**src/hdl/tfc_pkg.sv**
```systemverilog
// ----------------------------------------------------------------------------
// tfc_pkg
// Shared types, constants and the CRC step for the temperature frame checker.
// ----------------------------------------------------------------------------
package tfc_pkg;

   // Frame layout and fixed constants.
   localparam int unsigned FRAME_BYTES     = 9;
   localparam int unsigned POS_W           = $clog2(FRAME_BYTES);
   localparam int unsigned ATTEMPT_LIMIT_D = 3;
   localparam int unsigned ELAPSED_W       = 32;
   localparam int unsigned MS_PER_SEC      = 1000;
   localparam int unsigned MAG_W           = 16;
   localparam int unsigned MAG_MS_W        = 26;
   localparam int unsigned PROD_W          = 48;

   localparam logic [7:0]  CRC_POLY       = 8'h8C;
   localparam logic [15:0] POWER_ON_RAW   = 16'h0550;

   // Frame positions that carry a job of their own.
   localparam logic [POS_W-1:0] POS_LOW   = POS_W'(0);
   localparam logic [POS_W-1:0] POS_HIGH  = POS_W'(1);
   localparam logic [POS_W-1:0] POS_DIFF  = POS_W'(2);
   localparam logic [POS_W-1:0] POS_SCALE = POS_W'(3);
   localparam logic [POS_W-1:0] POS_CHECK = POS_W'(FRAME_BYTES - 1);

   // Configuration register indexes.
   localparam logic [1:0] CSR_MIN_TEMP    = 2'd0;
   localparam logic [1:0] CSR_MAX_TEMP    = 2'd1;
   localparam logic [1:0] CSR_MAX_RATE    = 2'd2;
   localparam logic [1:0] CSR_ERROR_LIMIT = 2'd3;

   // Configuration reset values.
   localparam logic signed [15:0] MIN_TEMP_RESET    = -16'sd880;
   localparam logic signed [15:0] MAX_TEMP_RESET    = 16'sd2000;
   localparam logic [15:0]        MAX_RATE_RESET    = 16'd160;
   localparam logic [7:0]         ERROR_LIMIT_RESET = 8'd5;

   typedef enum logic [1:0] {
      OP_BYTE         = 2'd0,
      OP_NO_PRES_READ = 2'd1,
      OP_NO_PRES_CONV = 2'd2,
      OP_NONE         = 2'd3
   } op_type;

   typedef enum logic [2:0] {
      ST_OK          = 3'd0,
      ST_CRC         = 3'd1,
      ST_POWER_ON    = 3'd2,
      ST_RANGE       = 3'd3,
      ST_RATE        = 3'd4,
      ST_NO_PRESENCE = 3'd5
   } status_type;

   typedef struct packed {
      op_type      operation;
      logic [7:0]  data_byte;
      logic [31:0] now_ms;
   } req_type;

   typedef struct packed {
      status_type         status;
      logic               retry_wanted;
      logic signed [15:0] temperature;
      logic               has_reading;
      logic               healthy;
      logic [7:0]         error_count;
   } rsp_type;

   // Frame verdict ingredients handed from the frame stage to the judging stages.
   typedef struct packed {
      op_type                operation;
      logic                  crc_bad;
      logic                  power_on;
      logic                  out_of_range;
      logic [15:0]           raw_temp;
      logic [ELAPSED_W-1:0]  elapsed;
      logic [31:0]           now_ms;
      logic [MAG_MS_W-1:0]   mag_ms;
   } chk_type;

   // One byte of the reflected CRC8, least significant bit first.
   function automatic logic [7:0] crc8_step(input logic [7:0] crc, input logic [7:0] data);
      logic [7:0] c;
      logic [7:0] v;
      logic       mix;
      c = crc;
      v = data;
      for (int i = 0; i < 8; i++) begin
         mix = c[0] ^ v[0];
         c   = c >> 1;
         if (mix) begin
            c = c ^ CRC_POLY;
         end
         v = v >> 1;
      end
      return c;
   endfunction

endpackage

```
**src/hdl/tfc_frame.sv**
```systemverilog
// ----------------------------------------------------------------------------
// tfc_frame
// Input register and frame assembly: CRC, temperature bytes, change magnitude
// and the per-frame checks that need no multiplier.
// ----------------------------------------------------------------------------
module tfc_frame
   import tfc_pkg::*;
(
   input  logic                clock,
   input  logic                reset,
   input  logic                advance,
   input  logic                req_valid,
   input  req_type             req_data,
   input  logic signed [15:0]  min_temp,
   input  logic signed [15:0]  max_temp,
   input  logic signed [15:0]  last_temp,
   input  logic [31:0]         last_time,
   output logic                chk_valid,
   output chk_type             chk
);

   logic                in_valid_ff;
   req_type             in_ff;

   logic [7:0]          crc_ff, crc_in;
   logic [POS_W-1:0]    pos_ff, pos_in;
   logic [7:0]          low_ff, low_in;
   logic [7:0]          high_ff, high_in;
   logic [MAG_W-1:0]    mag_ff, mag_in;
   logic [MAG_MS_W-1:0] mag_ms_ff, mag_ms_in;

   logic                chk_valid_ff, chk_valid_in;
   chk_type             chk_ff, chk_in;

   logic signed [15:0]  temp_now;
   logic signed [16:0]  diff;

   assign temp_now = $signed({high_ff, low_ff});
   assign diff     = 17'(temp_now) - 17'(last_temp);

   // Input register.
   always_ff @(posedge clock) begin
      if (reset) begin
         in_valid_ff <= 1'b0;
      end else if (advance) begin
         in_valid_ff <= req_valid;
      end
   end

   always_ff @(posedge clock) begin
      if (advance) begin
         in_ff <= req_data;
      end
   end

   // Frame assembly and the checks made when the CRC byte arrives.
   always_comb begin
      crc_in       = crc_ff;
      pos_in       = pos_ff;
      low_in       = low_ff;
      high_in      = high_ff;
      mag_in       = mag_ff;
      mag_ms_in    = mag_ms_ff;
      chk_valid_in = 1'b0;

      chk_in.operation    = in_ff.operation;
      chk_in.crc_bad      = (crc_ff != in_ff.data_byte);
      chk_in.power_on     = ({high_ff, low_ff} == POWER_ON_RAW);
      chk_in.out_of_range = (temp_now < min_temp) || (temp_now > max_temp);
      chk_in.raw_temp     = {high_ff, low_ff};
      chk_in.elapsed      = in_ff.now_ms - last_time;
      chk_in.now_ms       = in_ff.now_ms;
      chk_in.mag_ms       = mag_ms_ff;

      if (in_valid_ff) begin
         unique case (in_ff.operation)
            OP_BYTE: begin
               if (pos_ff < POS_CHECK) begin
                  crc_in = crc8_step(crc_ff, in_ff.data_byte);
                  pos_in = pos_ff + POS_W'(1);
                  if (pos_ff == POS_LOW) begin
                     low_in = in_ff.data_byte;
                  end
                  if (pos_ff == POS_HIGH) begin
                     high_in = in_ff.data_byte;
                  end
                  // The magnitude of change is worked out in two steps while
                  // the rest of the frame streams in.
                  if (pos_ff == POS_DIFF) begin
                     mag_in = diff[16] ? MAG_W'(-diff) : MAG_W'(diff);
                  end
                  if (pos_ff == POS_SCALE) begin
                     mag_ms_in = MAG_MS_W'(mag_ff) * MAG_MS_W'(MS_PER_SEC);
                  end
               end else begin
                  crc_in       = 8'h00;
                  pos_in       = POS_LOW;
                  chk_valid_in = 1'b1;
               end
            end
            OP_NO_PRES_READ, OP_NO_PRES_CONV: begin
               crc_in       = 8'h00;
               pos_in       = POS_LOW;
               chk_valid_in = 1'b1;
            end
            OP_NONE: begin
               chk_valid_in = 1'b0;
            end
            default: begin
               chk_valid_in = 1'b0;
            end
         endcase
      end
   end

   // Frame state registers.
   always_ff @(posedge clock) begin
      if (reset) begin
         crc_ff       <= 8'h00;
         pos_ff       <= POS_LOW;
         low_ff       <= 8'h00;
         high_ff      <= 8'h00;
         chk_valid_ff <= 1'b0;
      end else if (advance) begin
         crc_ff       <= crc_in;
         pos_ff       <= pos_in;
         low_ff       <= low_in;
         high_ff      <= high_in;
         chk_valid_ff <= chk_valid_in;
      end
   end

   always_ff @(posedge clock) begin
      if (advance) begin
         mag_ff    <= mag_in;
         mag_ms_ff <= mag_ms_in;
         chk_ff    <= chk_in;
      end
   end

   assign chk_valid = chk_valid_ff;
   assign chk       = chk_ff;

endmodule

```
**config.mk**
```make
export PLATFORM = sky130hd
export DESIGN_NAME = tfc_frame
export DESIGN_NICKNAME = d
export VERILOG_FILES = /design/src/hdl/tfc_pkg.sv /design/src/hdl/tfc_frame.sv
export SDC_FILE = /design/constraint.sdc
export NUM_CORES = 1
export LEC_CHECK = 0
export BUFFER_PORTS_ARGS = -buffer_cell sky130_fd_sc_hd__buf_2
export CORE_ASPECT_RATIO = 2
export CORE_MARGIN = 3
export CORE_UTILIZATION = 39
export CTS_BUF_LIST = sky130_fd_sc_hd__clkbuf_4 sky130_fd_sc_hd__clkbuf_8 sky130_fd_sc_hd__clkbuf_16
export DETAILED_ROUTE_END_ITERATION = 16
export GPL_TIMING_DRIVEN = 1
export SLEW_MARGIN = 15
export SYNTH_ARGS = -nofsm -noshare
export SYNTH_HDL_FRONTEND = slang
export SYNTH_SLANG_ARGS = --single-unit
```
**constraint.sdc**
```tcl
create_clock -name clock -period 4.9 [get_ports clock]
set_clock_uncertainty 0.1 [all_clocks]
set_input_delay 0.49 -clock clock [delete_from_list [all_inputs] [get_ports clock]]
set_output_delay 0.49 -clock clock [all_outputs]
set_load 0.05 [all_outputs]
```
Yosys cells after proc, flatten, opt, wreduce, memory -nomap -nowiden
Index checks and enable logic that the tools add are counted.
- bits in registers: 219
- input bits: 126
- output and inout bits: 112
- logic and storage cells: 98
- $add $sub $neg: 4
- multipliers: 1
- $lt $le $gt $ge: 3
- equality and inequality tests: 8
- muxes and demuxes: 37
- bitwise logic cells: 16
- reductions and logical operators: 10
- operators by type and width (kind ; count):
    $mux 8 ; 30
    $sub 32x32->32 ; 1
    $not 2->3 ; 8
    $mul 16x7->23 const B ; 1
    $reduce_and 5->1 ; 4
    $sub 16x16->17 ; 1
    $eq 16x11->1 const B ; 1
    $gt 16x16->1 ; 1
    $lt 16x16->1 ; 1
    $mux 16 ; 1
    $neg 16->16 ; 1
    $pmux 8 s2 ; 1
    $eq 4x2->1 const B ; 2
    $ne 8x8->1 ; 1
    $pmux 4 s2 ; 1
    $xor 1x1->1 ; 8
    $add 4x1->4 const B ; 1
    $eq 2x2->1 const B ; 2
    $eq 4x1->1 const B ; 1
    $logic_not 4->1 ; 1
    $lt 4x4->1 const B ; 1
    $mux 4 ; 1
    $pmux 1 s3 ; 1
    $reduce_and 3->1 ; 1
    other kinds (6) ; 7

Logic depth before layout (Yosys ltp)
- word-level depth: 39
- mapped depth: 17
- depth with buffers taken out: 17

Worst setup path after synthesis
Ideal clock, no wire load.
- kind: reg-to-reg
- start: register mag_ff[0]
- end: register mag_ms_ff[24] (data pin)
- library setup time: 258 ps
- arrival: 4542 ps
- required time: 4542 ps
- slack: 0 ps
- cell stages (with the launch flop): 17
- buffers on the path: 0
- period minus slack after synthesis: 4900 ps
- cells stage by stage: edfxtp_1 -> fa_1 -> fa_1 -> inv_1 -> fa_1 -> fa_1 -> inv_1 -> ha_1 -> a21oi_1 -> nor2b_1 -> o21a_1 -> o311a_1 -> o21a_1 -> o21a_1 -> o41a_1 -> a211oi_2 -> xnor2_1
- word-level cells in the longest chain between the ends: 1
- ends and longest elaborated chain (what ; line ; source):
    start: declaration ; tfc_frame.sv:29 ; logic [MAG_W-1:0] mag_ff, mag_in;
    start signal: assignment ; tfc_frame.sv:135 ; mag_ff <= mag_in;
    $mul 16x7->23 ; tfc_frame.sv:93 ; mag_ms_in = MAG_MS_W'(mag_ff) * MAG_MS_W'(MS_PER_SEC);
    end signal: assignment ; tfc_frame.sv:136 ; mag_ms_ff <= mag_ms_in;
    end: declaration ; tfc_frame.sv:30 ; logic [MAG_MS_W-1:0] mag_ms_ff, mag_ms_in;
No other way between the ends.
A chain may end at the register's enable or synchronous reset.

Worst setup path after layout
Ends and elaborated chain as after synthesis.

==> reports/results.tsv <==
stage	metric	value	unit
pwr	PD cells	298	nW/um^2
timing	final worst-path cycle share	99.3	%
grt	largest net degree at the start of global routing	63	
hold_path	Tightest Hold Check Type	input port to flip-flop	
timing	Fmax	205	MHz
placement	Placed Area	15300	sq um
route	Post-DRT Antenna Nets	0	
clocking	CTS tree	yes	
floorplanning	Die ar.	36800	sq um
route	routed len/inst	16.3	um
pwr	total power	4.81	mW
clocking	clock sink count	219	
synthesis	number of synthesized flops with an enable pin	189	
clocking	CTS Buffer Depth	3	
floorplanning	core area	33800	sq um
placement	Cells after DPL	1858	
timing	final setup vio count	0	
synthesis	Synth warnings	0	
clocking	Clk pin slew, worst setup/hold paths	70	ps
layout	area grow syn2layout	20.5	%
critical_path	crit path max fanout	2	
critical_path	worst path required time	5060	ps
clocking	H-tree depth	1	
hold_path	hold endpoint	chk_in[53]$_DFFE_PP_	
route	WL final	31.1	mm
clocking	root buf cell	clkbuf_16	
synthesis	Synth Flop Type	edfxtp_1	
layout	Final Instance Area	16200	sq um
route	Initial DRT Pass Iterations	6	
synthesis	Cells after Synth	1173	
timing	Worst Setup Slack, final	32.1	ps
synthesis	mux cell area share after synthesis	0.457	%
synthesis	area leader, netlist	edfxtp_1	
hold_path	Worst Hold Depth	1	
grt	first-pass GRT wire length	48.1	mm
synthesis	Compound-Gate Fraction of Synth Area	11.2	%
floorplanning	Die Span Y	268	um
grt	GRT Util Overall	16.7	%
synthesis	Seq/Total Area, Yosys	46.7	%
floorplanning	Site Rows	95	
grt	initial antenna violation count	4	
synthesis	area fraction of the dominant cell type after synthesis	42.3	%
critical_path	Crit Reg-Reg Endpoint	mag_ms_ff[24]$_DFFE_PP_	
critical_path	CP most frequent cell	fa_1	
layout	final core occ	47.9	%
synthesis	Adder-Cell Fraction of Synth Area	21.2	%
timing	Rel. slew slack	36.2	%
critical_path	Worst Setup SP	mag_ff[0]$_DFFE_PP_	
timing	RSZ-0062 raised after global routing	yes	
placement	RePlAce Congestion	0.838	
floorplanning	Initial Util	39.8	%
grt	total grt overflow	0	
timing	Slew Limit Fails	0	
floorplanning	# IOs	238	
hold_path	HP Start	req_data[27]	
critical_path	Worst Setup Path Type	flip-flop to flip-flop	
layout	Final Non-Filler Cells	1904	
clocking	CTS buffer count	23	
run	number of max-cap violations	0	
critical_path	worst reg-to-reg path cell count	16	
synthesis	top cells by count, synth	edfxtp_1 (189), inv_1 (189), ha_1 (138)	
route	vias per cell	4.94	
timing	worst-margin pin slew	950	ps
critical_path	Worst Path Arrival	5030	ps
synthesis	async set or reset register ratio after synthesis	0	%
synthesis	Yosys reg bits	219	
pwr	Max VDD drop	271	uV
critical_path	critical path's slowest cell	fa_1	
placement	Buffers on Ports	234	
route	Remaining DRCs	0	
outcome	outcome	finished clean	
critical_path	r2r setup slk	30	ps
synthesis	post-synth cell types	76	
timing	Final Hold Vio Count	0	
route	Via Count	9403	
critical_path	worst flop-to-flop path startpoint	mag_ff[0]$_DFFE_PP_	
floorplanning	die width	137	um
critical_path	startpoint class of the critical path	flip-flop	
placement	pre-CTS setup slack	-62.4	ps
critical_path	crit path capture type	flip-flop	
critical_path	worst-path cell chain	fa_1 -> fa_1 -> inv_1 -> fa_1 -> fa_1 -> inv_2 -> ha_4 -> a21oi_4 -> nor2b_1 -> o21a_1 -> o311a_1 -> o21a_1 -> o21a_1 -> o41a_1 -> a211oi_2 -> xnor2_1	
synthesis	largest family of logic cells by synthesized area	adder cells	
route	1st-iter DRT viols	395	
timing	crit path time final	4870	ps
layout	area of the multi-input gates	6460	sq um
layout	layout cells sized above 1	23.5	%
grt	vias in the first global route	9677	
synthesis	top post-synthesis cells by area	edfxtp_1 (42%), ha_1 (13%), fa_1 (8.3%)	
synthesis	syn_area_per_cell	11.4	sq um
pwr	leakage power	7.32	nW
layout	Seq. cell area	6280	sq um
synthesis	Mapped Area	13400	sq um
synthesis	Synth Area in XOR/XNOR	5.54	%
placement	post-DP HPWL	25.4	mm
layout	Layout fillers	3187	
clocking	clock latency on the worst-skew pair	520	ps
synthesis	simple-gate area share of the yosys netlist	8.98	%
layout	final net count	1770	
critical_path	CP max stage delay	550	ps
timing repair:
action,in CTS,in global routing
setup buffers,1,2
hold endpoints to repair,0,0
hold buffers,0,0
pin swaps,1,11
gates resized for setup,6,13
endpoints found under the setup margin,3,6
worst max-delay path by stage:
stage                                         end  slack (ps)  cells after the start
after global routing      mag_ms_ff[25]$_DFFE_PP_        -170                     17
after CTS                 mag_ms_ff[24]$_DFFE_PP_         -20                     16
after detailed placement  mag_ms_ff[24]$_DFFE_PP_         -60                     16
final                     mag_ms_ff[24]$_DFFE_PP_          30                     16
after floorplan           mag_ms_ff[24]$_DFFE_PP_          40                     16
after global placement    mag_ms_ff[24]$_DFFE_PP_         -20                     16
sequential cells by signal, indices dropped and copies added, names as in the netlist:
register,cells
crc_ff,8
in_ff,8
pos_ff,4
chk_valid,1
mag_ms_ff,23
mag_ff,16
chk_in,34
chk,108
high_ff,8
low_ff,8
in_valid_ff,1
cells by family after synthesis:
kind of cell | Yosys count
xor+xnor | 82
compound gates | 225
fa+ha+maj | 194
other cells | 1
flops | 219
buf+inv | 207
mux | 6
simple gates | 239
critical path, delay by kind of cell, from the launching register on:
family / cells / cell delay [ps]
XOR/XNOR: 1 / 80
buffers and inverters: 2 / 100
adder cells (fa/ha/maj): 5 / 2310
AND/OR/NAND/NOR: 1 / 60
flip-flops: 1 / 420
AO/OA/AOI/OAI: 7 / 1540
report_power, final:
group	switching (mW)	total [mW]	internal [mW]
clock	0.745	1.74	0.995
combinational	0.593	0.869	0.276
sequential	0.0460	2.20	2.16
total	1.38	4.81	3.43
final cells by class:
| class | count | share of cell area (%) |
|---|---|---|
| Multi-Input combinational cell | 749 | 39.9 |
| Sequential cell | 219 | 38.8 |
| Timing Repair Buffer | 268 | 8.86 |
| Inverter | 189 | 4.39 |
| Clock buffer | 26 | 3.70 |
| Tap cell | 436 | 3.37 |
| Clock inverter | 14 | 0.890 |
| Antenna cell | 3 | 0.0464 |
through the flow:
step / hold WS [ps] / TNS (ps)
finish: 43.8 / 0
global route: 26.7 / -378
CTS: 9.65 / -22.6
detailed placement: 305 / -157
global placement: 302 / -24.4
floorplan: 300 / 0
metal layers:
metal  routed length, um  track usage (%)  vias to the layer above
li1                    -                -                     4667
met1               10200             16.0                     4445
met2               17800             33.4                      218
met3                1410             1.95                       71
met4                1610             8.77                        2
met5                  12                0                        -
placed cells by master (no fill, tap or decap), types with 6 or more instances in the layout:
master,Yosys,final
a21o_1,26,26
a21oi_1,70,65
a21oi_2,2,6
a22oi_1,8,8
a31oi_1,9,9
buf_2,1,233
buf_4,3,34
clkbuf_16,0,23
dfxtp_1,30,30
edfxtp_1,189,189
fa_1,56,56
ha_1,138,135
inv_1,189,182
inv_2,0,7
nand2_1,54,54
nand2b_1,15,15
nand3_1,25,25
nand4_1,8,8
nor2_1,62,62
nor2b_1,16,16
nor3_1,20,20
o211ai_1,9,9
o21a_1,16,16
o21ai_0,26,25
o21ai_1,8,9
xnor2_1,50,50
xor2_1,30,30
Note: power is estimated with default switching activity, not from simulation.
